## src/hdl/jse_pkg.sv

```systemverilog
// shared types and constants for the json string escaper
package jse_pkg;

    localparam int QDEPTH = 4;
    localparam int QAW = $clog2(QDEPTH);
    localparam int CFG_IDX_W = 1;

    localparam logic [CFG_IDX_W-1:0] CFG_UTF8_MODE  = 1'b0;
    localparam logic [CFG_IDX_W-1:0] CFG_ADD_QUOTES = 1'b1;

    localparam logic [20:0] REPL_POINT = 21'h00fffd;

    localparam logic [6:0] CH_QUOTE  = 7'h22;
    localparam logic [6:0] CH_BSLASH = 7'h5c;
    localparam logic [6:0] CH_SLASH  = 7'h2f;
    localparam logic [6:0] CH_U      = 7'h75;
    localparam logic [6:0] CH_B      = 7'h62;
    localparam logic [6:0] CH_F      = 7'h66;
    localparam logic [6:0] CH_N      = 7'h6e;
    localparam logic [6:0] CH_R      = 7'h72;
    localparam logic [6:0] CH_T      = 7'h74;
    localparam logic [6:0] CH_ZERO   = 7'h30;
    localparam logic [6:0] CH_A      = 7'h61;
    localparam logic [6:0] CH_BS     = 7'h08;
    localparam logic [6:0] CH_FF     = 7'h0c;
    localparam logic [6:0] CH_LF     = 7'h0a;
    localparam logic [6:0] CH_CR     = 7'h0d;
    localparam logic [6:0] CH_TAB    = 7'h09;

    typedef enum logic [1:0] {
        MAIN_NONE,
        MAIN_ASCII,
        MAIN_HEX
    } main_kind_t;

    // one decoded item: the pieces of text it produces, in output order
    typedef struct packed {
        logic        open_q;
        logic        rep_pre;
        main_kind_t  main_kind;
        logic        main_esc;
        logic [20:0] main_val;
        logic [2:0]  main_digits;
        logic        rep_post;
        logic        close_q;
        logic        last;
    } job_t;

    typedef enum logic [2:0] {
        SEG_IDLE,
        SEG_OPEN,
        SEG_PRE,
        SEG_MAIN,
        SEG_POST,
        SEG_CLOSE
    } seg_t;

endpackage

```

## src/hdl/jse_front.sv

```systemverilog
// front end: utf-8 decode state and classification of each input word
module jse_front import jse_pkg::*; (
    input  logic       aclk,
    input  logic       aresetn,
    input  logic       utf8_mode,
    input  logic       add_quotes,
    input  logic       s_valid,
    output logic       s_ready,
    input  logic [7:0] s_in_byte,
    input  logic       s_first_byte,
    input  logic       s_last_byte,
    input  logic       q_full,
    output logic       push,
    output job_t       push_job
);

    logic [20:0] code_accum_reg, code_accum_next;
    logic [1:0]  pending_count_reg, pending_count_next;
    job_t        job;
    logic        accept;
    logic        nonempty;

    function automatic logic [7:0] esc_code(input logic [6:0] c);
        logic [7:0] r;
        case (c)
            CH_QUOTE:  r = {1'b1, CH_QUOTE};
            CH_BSLASH: r = {1'b1, CH_BSLASH};
            CH_SLASH:  r = {1'b1, CH_SLASH};
            CH_BS:     r = {1'b1, CH_B};
            CH_FF:     r = {1'b1, CH_F};
            CH_LF:     r = {1'b1, CH_N};
            CH_CR:     r = {1'b1, CH_R};
            CH_TAB:    r = {1'b1, CH_T};
            default:   r = {1'b0, c};
        endcase
        return r;
    endfunction

    function automatic job_t set_ascii(input job_t j, input logic [6:0] c);
        job_t       r;
        logic [7:0] e;
        r = j;
        e = esc_code(c);
        r.main_kind = MAIN_ASCII;
        r.main_esc = e[7];
        r.main_val = {14'd0, e[6:0]};
        r.main_digits = 3'd0;
        return r;
    endfunction

    function automatic job_t set_point(input job_t j, input logic [20:0] cp);
        job_t r;
        r = j;
        if (cp < 21'h80) begin
            r = set_ascii(j, cp[6:0]);
        end else begin
            r.main_kind = MAIN_HEX;
            r.main_esc = 1'b0;
            r.main_val = cp;
            if (cp > 21'h0fffff) begin
                r.main_digits = 3'd6;
            end else if (cp > 21'h00ffff) begin
                r.main_digits = 3'd5;
            end else begin
                r.main_digits = 3'd4;
            end
        end
        return r;
    endfunction

    always_comb begin
        code_accum_next = code_accum_reg;
        pending_count_next = pending_count_reg;
        job = '0;
        if (s_first_byte) begin
            code_accum_next = '0;
            pending_count_next = '0;
            job.open_q = add_quotes;
        end
        if (!utf8_mode) begin
            code_accum_next = '0;
            pending_count_next = '0;
            if (!s_in_byte[7]) begin
                job = set_ascii(job, s_in_byte[6:0]);
            end else begin
                job.main_kind = MAIN_HEX;
                job.main_esc = 1'b0;
                job.main_val = {13'd0, s_in_byte};
                job.main_digits = 3'd2;
            end
        end else if (s_in_byte[7:6] == 2'b10) begin
            if (pending_count_next != 2'd0) begin
                code_accum_next = {code_accum_next[14:0], s_in_byte[5:0]};
                pending_count_next = pending_count_next - 2'd1;
                if (pending_count_next == 2'd0) begin
                    job = set_point(job, code_accum_next);
                    code_accum_next = '0;
                end
            end else begin
                job = set_point(job, REPL_POINT);
            end
        end else begin
            if (pending_count_next != 2'd0) begin
                job.rep_pre = 1'b1;
                pending_count_next = '0;
                code_accum_next = '0;
            end
            if (!s_in_byte[7]) begin
                job = set_ascii(job, s_in_byte[6:0]);
            end else if (s_in_byte < 8'he0) begin
                pending_count_next = 2'd1;
                code_accum_next = {16'd0, s_in_byte[4:0]};
            end else if (s_in_byte < 8'hf0) begin
                pending_count_next = 2'd2;
                code_accum_next = {17'd0, s_in_byte[3:0]};
            end else if (s_in_byte < 8'hf8) begin
                pending_count_next = 2'd3;
                code_accum_next = {18'd0, s_in_byte[2:0]};
            end else begin
                job = set_point(job, REPL_POINT);
            end
        end
        if (s_last_byte) begin
            if (pending_count_next != 2'd0) begin
                job.rep_post = 1'b1;
                pending_count_next = '0;
                code_accum_next = '0;
            end
            job.close_q = add_quotes;
            job.last = 1'b1;
        end
    end

    assign s_ready = !q_full;
    assign accept = s_valid && s_ready;
    assign nonempty = job.open_q || job.rep_pre || (job.main_kind != MAIN_NONE) ||
                      job.rep_post || job.close_q;
    assign push = accept && nonempty;
    assign push_job = job;

    always_ff @(posedge aclk) begin
        if (!aresetn) begin
            code_accum_reg <= '0;
            pending_count_reg <= '0;
        end else if (accept) begin
            code_accum_reg <= code_accum_next;
            pending_count_reg <= pending_count_next;
        end
    end

endmodule

```

## src/hdl/jse_queue.sv

```systemverilog
// small queue of decoded words between front and back
module jse_queue import jse_pkg::*; (
    input  logic aclk,
    input  logic aresetn,
    input  logic push,
    input  job_t push_job,
    input  logic pop,
    output logic full,
    output logic empty,
    output job_t head
);

    job_t           entry_reg [QDEPTH];
    logic [QAW-1:0] wr_ptr_reg, rd_ptr_reg;
    logic [QAW:0]   count_reg;

    assign full = count_reg == (QAW+1)'(QDEPTH);
    assign empty = count_reg == '0;
    assign head = entry_reg[rd_ptr_reg];

    always_ff @(posedge aclk) begin
        if (push) begin
            entry_reg[wr_ptr_reg] <= push_job;
        end
    end

    always_ff @(posedge aclk) begin
        if (!aresetn) begin
            wr_ptr_reg <= '0;
            rd_ptr_reg <= '0;
            count_reg <= '0;
        end else begin
            if (push) begin
                wr_ptr_reg <= wr_ptr_reg + 1'b1;
            end
            if (pop) begin
                rd_ptr_reg <= rd_ptr_reg + 1'b1;
            end
            case ({push, pop})
                2'b10:   count_reg <= count_reg + 1'b1;
                2'b01:   count_reg <= count_reg - 1'b1;
                default: count_reg <= count_reg;
            endcase
        end
    end

endmodule

```

## src/hdl/jse_back.sv

```systemverilog
// back end: walks each decoded word and emits one character per cycle while m_ready allows
module jse_back import jse_pkg::*; (
    input  logic       aclk,
    input  logic       aresetn,
    input  job_t       q_head,
    input  logic       q_empty,
    output logic       q_pop,
    output logic       m_valid,
    input  logic       m_ready,
    output logic [6:0] m_out_char,
    output logic       m_last_char
);

    seg_t       seg_reg, seg_next;
    logic [2:0] pos_reg, pos_next;
    job_t       job_reg, job_next;
    logic       m_valid_reg, m_valid_next;
    logic [6:0] m_out_char_reg, m_out_char_next;
    logic       m_last_char_reg, m_last_char_next;

    logic       busy;
    job_t       cur_job;
    seg_t       cur_seg;
    logic [2:0] cur_pos;
    logic       cur_valid;
    logic       adv;
    logic       end_seg;
    seg_t       after;

    function automatic seg_t next_seg(input job_t j, input seg_t s);
        seg_t r;
        if (s < SEG_OPEN && j.open_q) begin
            r = SEG_OPEN;
        end else if (s < SEG_PRE && j.rep_pre) begin
            r = SEG_PRE;
        end else if (s < SEG_MAIN && j.main_kind != MAIN_NONE) begin
            r = SEG_MAIN;
        end else if (s < SEG_POST && j.rep_post) begin
            r = SEG_POST;
        end else if (s < SEG_CLOSE && j.close_q) begin
            r = SEG_CLOSE;
        end else begin
            r = SEG_IDLE;
        end
        return r;
    endfunction

    function automatic logic [3:0] seg_len(input job_t j, input seg_t s);
        logic [3:0] r;
        case (s)
            SEG_PRE, SEG_POST: r = 4'd6;
            SEG_MAIN: begin
                case (j.main_kind)
                    MAIN_ASCII: r = j.main_esc ? 4'd2 : 4'd1;
                    MAIN_HEX:   r = {1'b0, j.main_digits} + 4'd2;
                    default:    r = 4'd1;
                endcase
            end
            default: r = 4'd1;
        endcase
        return r;
    endfunction

    function automatic logic [6:0] hex_char(input logic [3:0] v);
        return (v < 4'd10) ? CH_ZERO + {3'd0, v} : CH_A + {3'd0, v} - 7'd10;
    endfunction

    // backslash, u, then the digits from the most significant down
    function automatic logic [6:0] hex_at(input logic [20:0] v, input logic [2:0] d,
                                          input logic [2:0] pos);
        logic [23:0] w;
        logic [2:0]  k;
        logic [6:0]  r;
        w = {3'd0, v};
        k = d + 3'd1 - pos;
        if (pos == 3'd0) begin
            r = CH_BSLASH;
        end else if (pos == 3'd1) begin
            r = CH_U;
        end else begin
            r = hex_char(w[{k, 2'b00} +: 4]);
        end
        return r;
    endfunction

    function automatic logic [6:0] seg_char(input job_t j, input seg_t s,
                                            input logic [2:0] pos);
        logic [6:0] r;
        case (s)
            SEG_PRE, SEG_POST: r = hex_at(REPL_POINT, 3'd4, pos);
            SEG_MAIN: begin
                case (j.main_kind)
                    MAIN_HEX: r = hex_at(j.main_val, j.main_digits, pos);
                    default: begin
                        r = (j.main_esc && pos == 3'd0) ? CH_BSLASH : j.main_val[6:0];
                    end
                endcase
            end
            default: r = CH_QUOTE;
        endcase
        return r;
    endfunction

    always_ff @(posedge aclk) begin
        if (!aresetn) begin
            seg_reg <= SEG_IDLE;
            pos_reg <= '0;
            m_valid_reg <= 1'b0;
        end else begin
            seg_reg <= seg_next;
            pos_reg <= pos_next;
            m_valid_reg <= m_valid_next;
        end
    end

    always_ff @(posedge aclk) begin
        job_reg <= job_next;
        m_out_char_reg <= m_out_char_next;
        m_last_char_reg <= m_last_char_next;
    end

    always_comb begin
        busy = seg_reg != SEG_IDLE;
        cur_job = busy ? job_reg : q_head;
        cur_seg = busy ? seg_reg : next_seg(q_head, SEG_IDLE);
        cur_pos = busy ? pos_reg : 3'd0;
        cur_valid = busy || !q_empty;
        adv = cur_valid && (!m_valid_reg || m_ready);
        q_pop = adv && !busy;
        end_seg = {1'b0, cur_pos} == seg_len(cur_job, cur_seg) - 4'd1;
        after = end_seg ? next_seg(cur_job, cur_seg) : cur_seg;

        seg_next = seg_reg;
        pos_next = pos_reg;
        job_next = job_reg;
        m_valid_next = m_valid_reg;
        m_out_char_next = m_out_char_reg;
        m_last_char_next = m_last_char_reg;

        if (q_pop) begin
            job_next = q_head;
        end
        if (adv) begin
            seg_next = after;
            pos_next = end_seg ? 3'd0 : cur_pos + 3'd1;
            m_valid_next = 1'b1;
            m_out_char_next = seg_char(cur_job, cur_seg, cur_pos);
            m_last_char_next = cur_job.last && (after == SEG_IDLE);
        end else if (m_ready) begin
            m_valid_next = 1'b0;
        end
    end

    assign m_valid = m_valid_reg;
    assign m_out_char = m_out_char_reg;
    assign m_last_char = m_last_char_reg;

endmodule

```

## src/hdl/json_string_escaper.sv

```systemverilog
// json string escaper top level: config registers, front, queue, back
// an accepted word is registered into the queue; the back end then registers its first character onto m_valid
// throughput: one output character per cycle from the back end while m_ready allows; a word
// occupies it until all its characters are sent, words producing nothing never enter the queue
// a four-entry queue between front and back lets input run ahead of escape bursts
// reset clears decode state and the queue, utf8_mode to 0 and add_quotes to 1
module json_string_escaper import jse_pkg::*; (
    input  logic                 aclk,
    input  logic                 aresetn,
    input  logic                 cfg_we,
    input  logic [CFG_IDX_W-1:0] cfg_index,
    input  logic                 cfg_data,
    input  logic                 s_valid,
    output logic                 s_ready,
    input  logic [7:0]           s_in_byte,
    input  logic                 s_first_byte,
    input  logic                 s_last_byte,
    output logic                 m_valid,
    input  logic                 m_ready,
    output logic [6:0]           m_out_char,
    output logic                 m_last_char
);

    logic utf8_mode_reg;
    logic add_quotes_reg;
    logic q_full, q_empty, q_push, q_pop;
    job_t q_in, q_head;

    always_ff @(posedge aclk) begin
        if (!aresetn) begin
            utf8_mode_reg <= 1'b0;
            add_quotes_reg <= 1'b1;
        end else if (cfg_we) begin
            case (cfg_index)
                CFG_UTF8_MODE:  utf8_mode_reg <= cfg_data;
                CFG_ADD_QUOTES: add_quotes_reg <= cfg_data;
                default:        utf8_mode_reg <= utf8_mode_reg;
            endcase
        end
    end

    jse_front u_front (
        .aclk         (aclk),
        .aresetn      (aresetn),
        .utf8_mode    (utf8_mode_reg),
        .add_quotes   (add_quotes_reg),
        .s_valid      (s_valid),
        .s_ready      (s_ready),
        .s_in_byte    (s_in_byte),
        .s_first_byte (s_first_byte),
        .s_last_byte  (s_last_byte),
        .q_full       (q_full),
        .push         (q_push),
        .push_job     (q_in)
    );

    jse_queue u_queue (
        .aclk     (aclk),
        .aresetn  (aresetn),
        .push     (q_push),
        .push_job (q_in),
        .pop      (q_pop),
        .full     (q_full),
        .empty    (q_empty),
        .head     (q_head)
    );

    jse_back u_back (
        .aclk        (aclk),
        .aresetn     (aresetn),
        .q_head      (q_head),
        .q_empty     (q_empty),
        .q_pop       (q_pop),
        .m_valid     (m_valid),
        .m_ready     (m_ready),
        .m_out_char  (m_out_char),
        .m_last_char (m_last_char)
    );

endmodule

```

## config.mk

```make
export PLATFORM = sky130hd
export DESIGN_NAME = json_string_escaper
export DESIGN_NICKNAME = d
export VERILOG_FILES = /design/src/hdl/jse_pkg.sv /design/src/hdl/jse_front.sv /design/src/hdl/jse_queue.sv /design/src/hdl/jse_back.sv /design/src/hdl/json_string_escaper.sv
export SDC_FILE = /design/constraint.sdc
export NUM_CORES = 1
export LEC_CHECK = 0
export ABC_AREA = 1
export BUFFER_PORTS_ARGS = -buffer_cell sky130_fd_sc_hd__buf_2
export CORE_UTILIZATION = 40
export DETAILED_ROUTE_END_ITERATION = 8
export GPL_TIMING_DRIVEN = 0
export PLACE_DENSITY = 0.63
export SLEW_MARGIN = 20
export SYNTH_ARGS = -nofsm -noshare
export SYNTH_HDL_FRONTEND = slang
export SYNTH_SLANG_ARGS = --single-unit
```

## constraint.sdc

```tcl
create_clock -name aclk -period 9.1 [get_ports aclk]
set_input_delay 0.455 -clock aclk [delete_from_list [all_inputs] [get_ports aclk]]
set_output_delay 0.455 -clock aclk [all_outputs]
set_load 0.03 [all_outputs]
```

======== Yosys cells after proc, flatten, opt, wreduce, memory -nomap -nowiden ========
Memories as Yosys holds them, arrays and structs flattened. A register that Yosys moved wholly into a read port is not among the register bits.
Cells that the tools add are included.
word-level totals
  bits in registers ....................... 79
  RAM bits ................................ 128
  input port bits ......................... 17
  output and inout port bits .............. 10
  memories ................................ 1
memory list
  name               depth  bits a word  read ports  clocked after Yosys merged registers in  wr ports  RTL line         RTL
  u_queue.entry_reg  4      32           1           1                                        1         jse_queue.sv:13  job_t entry_reg [QDEPTH];
cells by class
  add/sub/neg operators ................... 17
  magnitude comparators ................... 13
  eq/ne operators ......................... 27
  shifts and indexed selects .............. 2
  muxes and demuxes ....................... 75
  bitwise gates (word level) .............. 1
  reductions and logical operators ........ 36
operators with widths
  operator                 count
  $mux 21                  12
  $mux 30                  6
  $pmux 8 s8               2
  $eq 7x4->1 const B       10
  $mux 31                  2
  $mux 7                   8
  $mux 27                  2
  $mux 3                   16
  $mux 32                  1
  $eq 7x6->1 const B       4
  $mux 2                   14
  $lt 8x8->1 const B       3
  $shiftx 24x6->4          1
  $shiftx 24x6->4 const A  1
  $gt 21x16->1 const B     1
  $gt 21x20->1 const B     1
  $lt 21x8->1 const B      1
  $pmux 4 s2               2
  $add 6x4->7 const A      2
  $add 6x5->7 const A      2
  $eq 7x7->1 const B       2
  $pmux 7 s2               1
  $reduce_bool 2->1        7
  $sub 7x4->7 const B      2
  other kinds (29)         68

======== Depth between registers and ports, before layout ========
Gate-level depths: netlist of run 1.
  depth after elaboration ................. 17
  depth in mapped cells ................... 27
  gate-level depth less buffers ........... 26

======== Hierarchy ========
Synthesis of run 1 repeated with hierarchy kept, for this count alone.
unflattened totals
  cell total of the unflattened synthesis .. 1,185
  area, all modules ....................... 10,699.0 sq um
modules (own cells, without submodules)
  module               times used  cells an instance  area an instance (sq um)
  jse_queue            1           366                5,217.5
  jse_back             1           410                3,183.1
  jse_front            1           397                2,210.9
  json_string_escaper  1           12                 87.6

======== Worst setup path before layout of run 1 ========
No wires, ideal clock.
  path kind ............................... reg-to-reg
  start point ............................. register u_back.seg_reg[0]
  end point ............................... register u_back.m_last_char_reg (netlist: u_back.m_last_char), data pin
  library setup time ...................... 0.252 ns
  data arrival time ....................... 3.300 ns
  data required time ...................... 8.848 ns
  slack ................................... 5.549 ns
  stages on the path, launching flop included .. 26
  cell sequence ........................... dfxtp_1 -> nor3_4 -> clkbuf_1 -> clkbuf_1 -> nand2_1 -> o21ai_0 -> ha_1 -> clkbuf_1 -> nand2_1 -> inv_1 -> o211ai_1 -> nand2_1 -> nand4_1 -> nand2_1 -> inv_1 -> ha_1 -> xor2_1 -> inv_1 -> nand3_1 -> nand3_2 -> nor2_4 -> nand2_4 -> nand2_1 -> nand2_1 -> nand2_1 -> nor2_1
on the way
  cells in the longest elaborated chain, start to end .. 12
  elaborated cells on any way between the ends .. 35
RTL lines
  element                                                               RTL line         RTL
  start: declaration                                                    jse_back.sv:14   seg_t seg_reg, seg_next;
  start signal: assignment                                              jse_back.sv:110  seg_reg <= seg_next;
  parallel branches: the longest is 11 deep, another holds $add 3x2->4  --
  $logic_and 1x1->1 *                                                   jse_back.sv:148  m_last_char_next = cur_job.last && (after == SEG_IDLE);
  end signal: assignment                                                jse_back.sv:119  m_last_char_reg <= m_last_char_next;
  end: declaration                                                      jse_back.sv:19   logic m_last_char_reg, m_last_char_next;
Mark *: on every way between the ends.
A chain may end at the register's enable or synchronous reset.

======== Worst setup path in the final report of run 1 ========
  start point ............................. register u_back.seg_reg[2]
  end point ............................... register u_back.m_last_char_reg (netlist: u_back.m_last_char), data pin
The elaborated chain is that of the path after synthesis.

==> results.md, run 1 <==
- Setup CP Type: reg2reg
- PD cells: around 360 nW/um^2
- Fin crit share: 48.3%
- WP buf/inv: 6
- Commonest non-fill, non-tap cell in the layout: nand2_1
- P_leak: 0.00487 uW
- Max_slew headroom: a little under two fifths
- Netlist cell types: 50
- Share of layout cells above drive strength 1: approximately a tenth
- Family with the most delay on the worst path: simple AND/OR/NAND/NOR gates
- Initial antenna violation count: 0
- Post-route clock skew: around 0.014 ns
- HP Class: in2reg
- Critical path's most frequent cell: nand2_1
- RR Endpoint: u_back.m_last_char
- Post-CTS Setup Bufs: 0
- Sw Ratio: a little over two fifths
- Net switching power: 1820 uW
- Core area: around 25,000 um^2
- Vias per inst: ~5.2
- CP startpoint kind: flop
- R2R depth: 25
- CP Capture Type: flop
- Hold-fix buffers at CTS: 0
- Max VDD drop: 0.194 mV
- Largest register FFs: approximately 130
- Syn Area/Cell: 8.79 um^2
- CP max stage cell: clkbuf_1
- Starting DRT DRC Count: a little under 600
- Avg WL per Cell: between 15 and 20 um
- Routed Antenna Nets: 0
- WHS: 0.189 ns
- Slew Viols, Final: 0
- Final Setup Violations: 0
- Worst-Skew Late Latency: just over 0.5 ns
- # port buffers: 24
- Area Growth Syn to Fin: 13.3%
- Worst-path clk slew: ~0.070 ns
- First-pass GRT wire length: about 40,000 um
- Cell Area, Synth: 10,400 um^2
- CTS root buffer: clkbuf_16
- Pre-CTS setup slack: 4.66 ns
- Crit Path Max Fanout: 10
- Critical Path RT: roughly 9.4 ns
- CP max stage delay: between 0.4 and 0.5 ns
- Flop pwr share: about 31%
- DP HPWL: ~18,000 um
- TritonCTS clock tree: done
- Grt total ovfl: 0
- Chip height: 163 um
- Max-cap violations: 0
- Die W: 163 um
- P_int: 2440 uW
- Worst slew pin tran: approximately 0.94 ns
- Drt drc: 0
- HP Start: cfg_data
- Post-route core utilization: roughly 46%
- Top Ports: 27
- Gr usage total: 19.3%
- Clock power frac: roughly a fifth
- Final WS setup: about 4.7 ns
- #FFs+latches synth: 202
- Hold path depth: 3
- Fin crit period: about 4.4 ns
- CTS Buffer Depth: 3
- Final WL: between 20,000 and 25,000 um
- Hold endpoint: add_quotes_reg
- Antenna cells: 0
- DR vias: 8,130
- Pin count of the biggest net entering global routing: 34
- CTS sink count: 202
- PostCTS Resize Cnt: 0
- Worst EP arrival: approximately 4.7 ns
- Initial Util: around two fifths
- Combinational power share: 48.3%
- DIE AREA: 26,600 um^2
- Mapped Nets: around 1,200
- FF-to-FF setup slack: around 4.7 ns
- Outcome: finished, final reports clean
- Nets: around 1,300
- Number of global-route vias before repair: between 7,000 and 8,000
- Fmax: between 0.2 and 0.25 GHz
- Fin. Hold Viols: 0
- Mapped Cells: ~1,200
- 1st-pass router iterations: 5
- Final Wtd Congestion: 0.897
- Commonest cells after routing, fill and taps aside: 315 x nand2_1, 167 x edfxtp_1, 128 x inv_1
- Setup TNS Final: 0 ns
- Critical R2R Launch: u_back.seg_reg[2]
- RSZ-0062 raised after global routing: false
- Num rows: between 50 and 60
- Yosys warnings: 0
- Sequential element share of the synthesized area: approximately 55%
- CTS buffer count: 22
- CTS H-tree depth: 1
power groups by stage:
stage	logic (uW)	registers (uW)	clock network (uW)
after floorplan	1530	1360	0
final	2060	1310	891
after global routing	2350	1330	943
after CTS	2070	1310	910
after global placement	2020	1330	0
after detailed placement	2060	1330	0
area by class of cell:
| type | instances | area [um^2] |
|---|---|---|
| Tap cell | 330 | 413 |
| Buffer | 39 | 215 |
| Fill cell | 2452 | 13600 |
| Timing Repair Buffer | 28 | 208 |
| Clock buffer | 26 | 597 |
| Multi-Input combinational cell | 797 | 3940 |
| Clock inverter | 14 | 135 |
| Inverter | 142 | 533 |
| Sequential cell | 202 | 5720 |
tightest hold or removal path, stage by stage:
cell and delay [ns]:
buf_2 0.08, nand3_1 0.06, nand3_1 0.07
metal layers:
metal  up-vias  wire length [um]  track usage [%]
li1       4106                 -                -
met1      3754             11100             25.4
met2       233             11900             32.6
met3        37              1290             2.46
met4         0               679             6.54
met5         -                 0                0
synth_stat cells (all sizes together):
master | n | area share, %
edfxtp | 167 | 48
a22oi | 1 | 0.072
o21bai | 1 | 0.18
nand3 | 87 | 4.5
a31oi | 2 | 0.12
inv | 135 | 4.9
nor2 | 116 | 4.6
or2 | 3 | 0.18
nand4 | 14 | 0.84
o211ai | 5 | 0.36
clkinv | 7 | 0.25
xnor2 | 1 | 0.084
nor3 | 13 | 0.74
xor2 | 2 | 0.17
o32ai | 1 | 0.084
fa | 1 | 0.19
o311ai | 1 | 0.084
o2111ai | 6 | 0.51
nand3b | 1 | 0.072
a32o | 1 | 0.097
buf | 25 | 1.6
o221ai | 6 | 0.51
nor4 | 1 | 0.060
dfxtp | 35 | 6.8
o21a | 1 | 0.072
o21ai | 97 | 4.7
o41ai | 1 | 0.27
ha | 18 | 2.2
nand2 | 330 | 12
a221o | 1 | 0.097
nor3b | 1 | 0.072
o31ai | 2 | 0.14
a21oi | 64 | 3.1
a21boi | 1 | 0.072
o22ai | 18 | 1.1
clkbuf | 14 | 0.51
stage by stage:
stage	area, um^2	instances	power (uW)
floorplan	10400	1180	2890
global placement	10900	1534	3350
detailed placement	11000	1538	3390
CTS	11800	1578	4300
global route	11800	1578	4620
finish	11800	1578	4260
worst max path at each step:
| stage | slack (ns) | to | depth (start not counted) | startpoint |
|---|---|---|---|---|
| 6_report | 4.71 | u_back.m_last_char | 25 | u_back.seg_reg[2] |
| 5_1_grt | 4.12 | u_back.m_last_char | 25 | u_back.seg_reg[2] |
| 4_1_cts | 4.63 | u_back.m_last_char | 25 | u_back.seg_reg[2] |
| 3_5_place_dp | 4.66 | u_back.m_last_char | 25 | u_back.seg_reg[2] |
| 3_3_place_gp | 4.17 | u_queue.entry_reg[2][23] | 11 | s_in_byte[7] |
| 2_1_floorplan | 5.55 | u_back.m_last_char | 25 | u_back.seg_reg[0] |
logic make-up after synthesis:
logic type / share of synthesized area, %
compound gates: 11.6
xor+xnor: 0.253
fa+ha+maj: 2.36
buf+inv: 7.22
flops: 55.1
simple gates: 23.5
Power figures use the tool's default switching activity.
==> run 2, diff against run 1 <==
- ABC_AREA: 1 -> 0
- PLACE_DENSITY: 0.63 -> 0.65
- clock period: 9.1 -> 3.7 ns (I/O delays scaled with it)
==> run 2 against run 1 <==
Compared with the run above:
- the flow now finishes with violations (negative setup slack)
- register-to-register slack worse by 4.8 ns
- routed wire length shrank 11%
- design area rose by 0.53%
- area after synthesis shrank 5.2%
- die area is 5.1% lower
- power up 130%
- critical path depth down 10
- critical path type unchanged
- largest power group unchanged
==> results.md, run 2 <==
- Async S/R FF share, synth: 0% (unchanged)
- Num rows: 57 (-1.7%)
- DR vias: 6,631 (-18%)
- Max VDD drop: 0.457 mV (+140%)
- Failing checks: negative setup slack
- Vias per inst: 5.50 (+6.7%)
- Total power: 9900 uW (+130%)
- Grt total ovfl: 0 (unchanged)
- # port buffers: 23 (-4.2%)
- Max_slew headroom: 48.5% (+11 points)
- Mapped Cells: 780 (-34%)
- Synth area leaders: edfxtp_1 51%, mux4_2 7.6%, dfxtp_1 7.1%, nand2_1 2.7%, a21oi_1 2.4%
- PD cells: 838 nW/um^2 (+130%)
- CTS sink count: 202 (unchanged)
- Antenna cells: 0 (unchanged)
- Fin crit share: 103% (+55 points)
- Post-route core utilization: 48.9% (+2.5 points)
- Die W: 159 um (-2.6%)
- Share of layout cells above drive strength 1: 22.7% (+12 points)
- CP startpoint kind: flop
- Top cells by count, synth: 167 x edfxtp_1, 72 x nand2_1, 47 x a21oi_1, 38 x o21ai_0, 35 x dfxtp_1
- 1st-pass router iterations: 7 (+2)
- Avg WL per Cell: 18.5 um (+17%)
- Netlist cell types: 78 (+56%)
- Sequential element share of the synthesized area: 58.1% (+3.0 points)
- Outcome: finished with violations
- Routed Antenna Nets: 0 (unchanged)
- Final Wtd Congestion: 0.917 (+2.2%)
- Worst-path clk slew: 0.06 ns (about the same)
- Initial Util: 40.7% (-0.29 points)
- Fillcell total: 2,087 (-15%)
- P_int: 6390 uW (+160%)
- Drt drc: 0 (unchanged)
- Core area: 24,200 um^2 (-4.5%)
- Worst EP arrival: 4.26 ns (-0.40 ns)
- Area Growth Syn to Fin: 20.2%
- #FFs+latches synth: 202 (unchanged)
- Synth top area share: 51.0% (+2.7 points)
- Top-count cell post-synth: edfxtp_1
- Crit Path Max Fanout: 5 (-5)
- Fin crit period: 3.81 ns (-0.584 ns)
- Commonest cells after routing, fill and taps aside: 167 x edfxtp_1, 70 x nand2_1, 47 x a21oi_1
- Slew Viols, Final: 0 (unchanged)
- Fin. Hold Viols: 0 (unchanged)
- Flop pwr share: 31.3% (+0.5 points)
- TritonCTS clock tree: done
- Post-route clock skew: 0.00617 ns (-0.00789 ns)
- Initial antenna violation count: 0 (unchanged)
- DP HPWL: 15,500 um (-14%)
- Setup TNS Final: -0.110 ns (-0.110 ns)
- Sw Ratio: 35.4% (-7.3 points)
- Max-cap violations: 0 (unchanged)
- RSZ-0062 raised after global routing: true
- Worst-Skew Late Latency: 0.52 ns (about the same)
- Fmax: 0.262 GHz (+15%)
- Leading area contributor after synthesis: edfxtp_1
- CP Capture Type: flop
- Setup CP Type: reg2reg
- DIE AREA: 25,200 um^2 (-5.1%)
- Top Ports: 27 (unchanged)
- Cell Area, Synth: 9830 um^2 (-5.2%)
- HP Class: in2reg
- Nets: 902 (-29%)
- Largest register FFs: 128 (unchanged)
- Yosys warnings: 0 (unchanged)
- CTS H-tree depth: 1 (unchanged)
- Critical Path RT: 4.15 ns (-5.21 ns)
- CTS Buffer Depth: 3 (unchanged)
- Mapped Nets: 816 (-33%)
- Syn Area/Cell: 12.6 um^2 (+43%)
- Commonest non-fill, non-tap cell in the layout: edfxtp_1
- Number of global-route vias before repair: 6,427 (-15%)
- Net switching power: 3510 uW (+93%)
- Combinational power share: 46.2% (-2.1 points)
- Gr usage total: 17.8% (-1.5 points)
- EDFF count, synth: 167 (unchanged)
- Pin count of the biggest net entering global routing: 26 (-24%)
- Clock power frac: 22.4% (+1.5 points)
- P_leak: 0.00405 uW (-17%)
- Final WL: 22,300 um (-11%)
- CTS buffer count: 23 (+4.5%)
- CTS root buffer: clkbuf_16
- First-pass GRT wire length: 35,600 um (-11%)
- Final WS setup: -0.110 ns (-4.82 ns)
- Worst slew pin tran: 0.767 ns (-0.172 ns)
- Final Setup Violations: 1 (+1)
- Starting DRT DRC Count: 486 (-16%)
- Synth Flop Type: edfxtp_1
- Chip height: 159 um (-2.6%)
==> run 2: path summary, 6_finish.rpt <==
| check | startpoint | end | slack (ns) | cells past startpoint |
|---|---|---|---|---|
| worst max-delay path | flop | u_back.seg_reg[2] | -0.11 | 15 |
| worst min-delay path | m_ready | u_back.m_valid | 0.03 | 3 |
| worst max register to register | flop | u_back.seg_reg[2] | -0.11 | 15 |
| worst min register to register | u_back.pos_reg[0] | u_back.pos_reg[0] | 0.49 | 2 |
==> run 2: through the flow <==
stage,hold slack [ns],setup slack (ns),cell area (um^2),cells
2_1_floorplan,0.284,-0.0222,9980,780
3_3_place_gp,0.444,-0.699,10500,1127
3_5_place_dp,0.452,-0.603,10600,1133
4_1_cts,0.0117,-0.180,11700,1198
5_1_grt,0.0358,-0.305,11800,1206
6_report,0.0278,-0.110,11800,1206
==> run 2: layout make-up <==
type                       count  area, um^2  share of cell area, %
buffer                        38         229                   1.94
clock buffer                  33         633                   5.36
clock inverter                 8         111                  0.942
inverter                      27         109                  0.921
multi-input combinational    507        4070                   34.4
sequential                   202        5720                   48.4
tap                          324         405                   3.43
timing repair buffer          67         536                   4.53
==> run 2: layer usage <==
metal  track usage (%)  wire [um]
met5                 0          0
met4              5.69        563
met3              2.25        988
met2              29.3      10500
met1              24.2      10200
==> run 2: power groups by stage <==
| stage | registers (uW) | logic (uW) | clock network (uW) |
|---|---|---|---|
| 2_1_floorplan | 3220 | 2870 | 0 |
| 3_3_place_gp | 3130 | 3760 | 0 |
| 3_5_place_dp | 3130 | 3850 | 0 |
| 4_1_cts | 3100 | 4400 | 2260 |
| 5_1_grt | 3140 | 4970 | 2350 |
| 6_report | 3100 | 4580 | 2220 |
==> run 2: critical path, cell delays in order, from the launching register on <==
cell	delay, ns
dfxtp_4	0.38
buf_12	0.12
mux4_2	0.59
mux2i_4	0.23
ha_2	0.30
inv_8	0.05
o221ai_4	0.18
o21bai_1	0.10
ha_2	0.21
xor2_4	0.20
xnor2_1	0.17
a22oi_1	0.10
o32ai_2	0.34
o21ai_4	0.09
or4b_1	0.53
a31oi_1	0.16
==> run 2: kinds of logic after synthesis <==
kind of cell / synth area share (%)
flops: 58.1
simple gates: 12.2
mux: 10.4
xor+xnor: 1.25
compound gates: 12.5
buf+inv: 3.05
fa+ha+maj: 2.49
==> run 2: repair_timing <==
action | CTS | global route
gates resized for setup | 35 | 16
hold endpoints to repair | 6 | 0
gates cloned | 0 | 0
buffers inserted | 23 | 11
hold buffers | 4 | 0
pin swaps | 15 | 13
endpoints found under the setup margin | 44 | 11
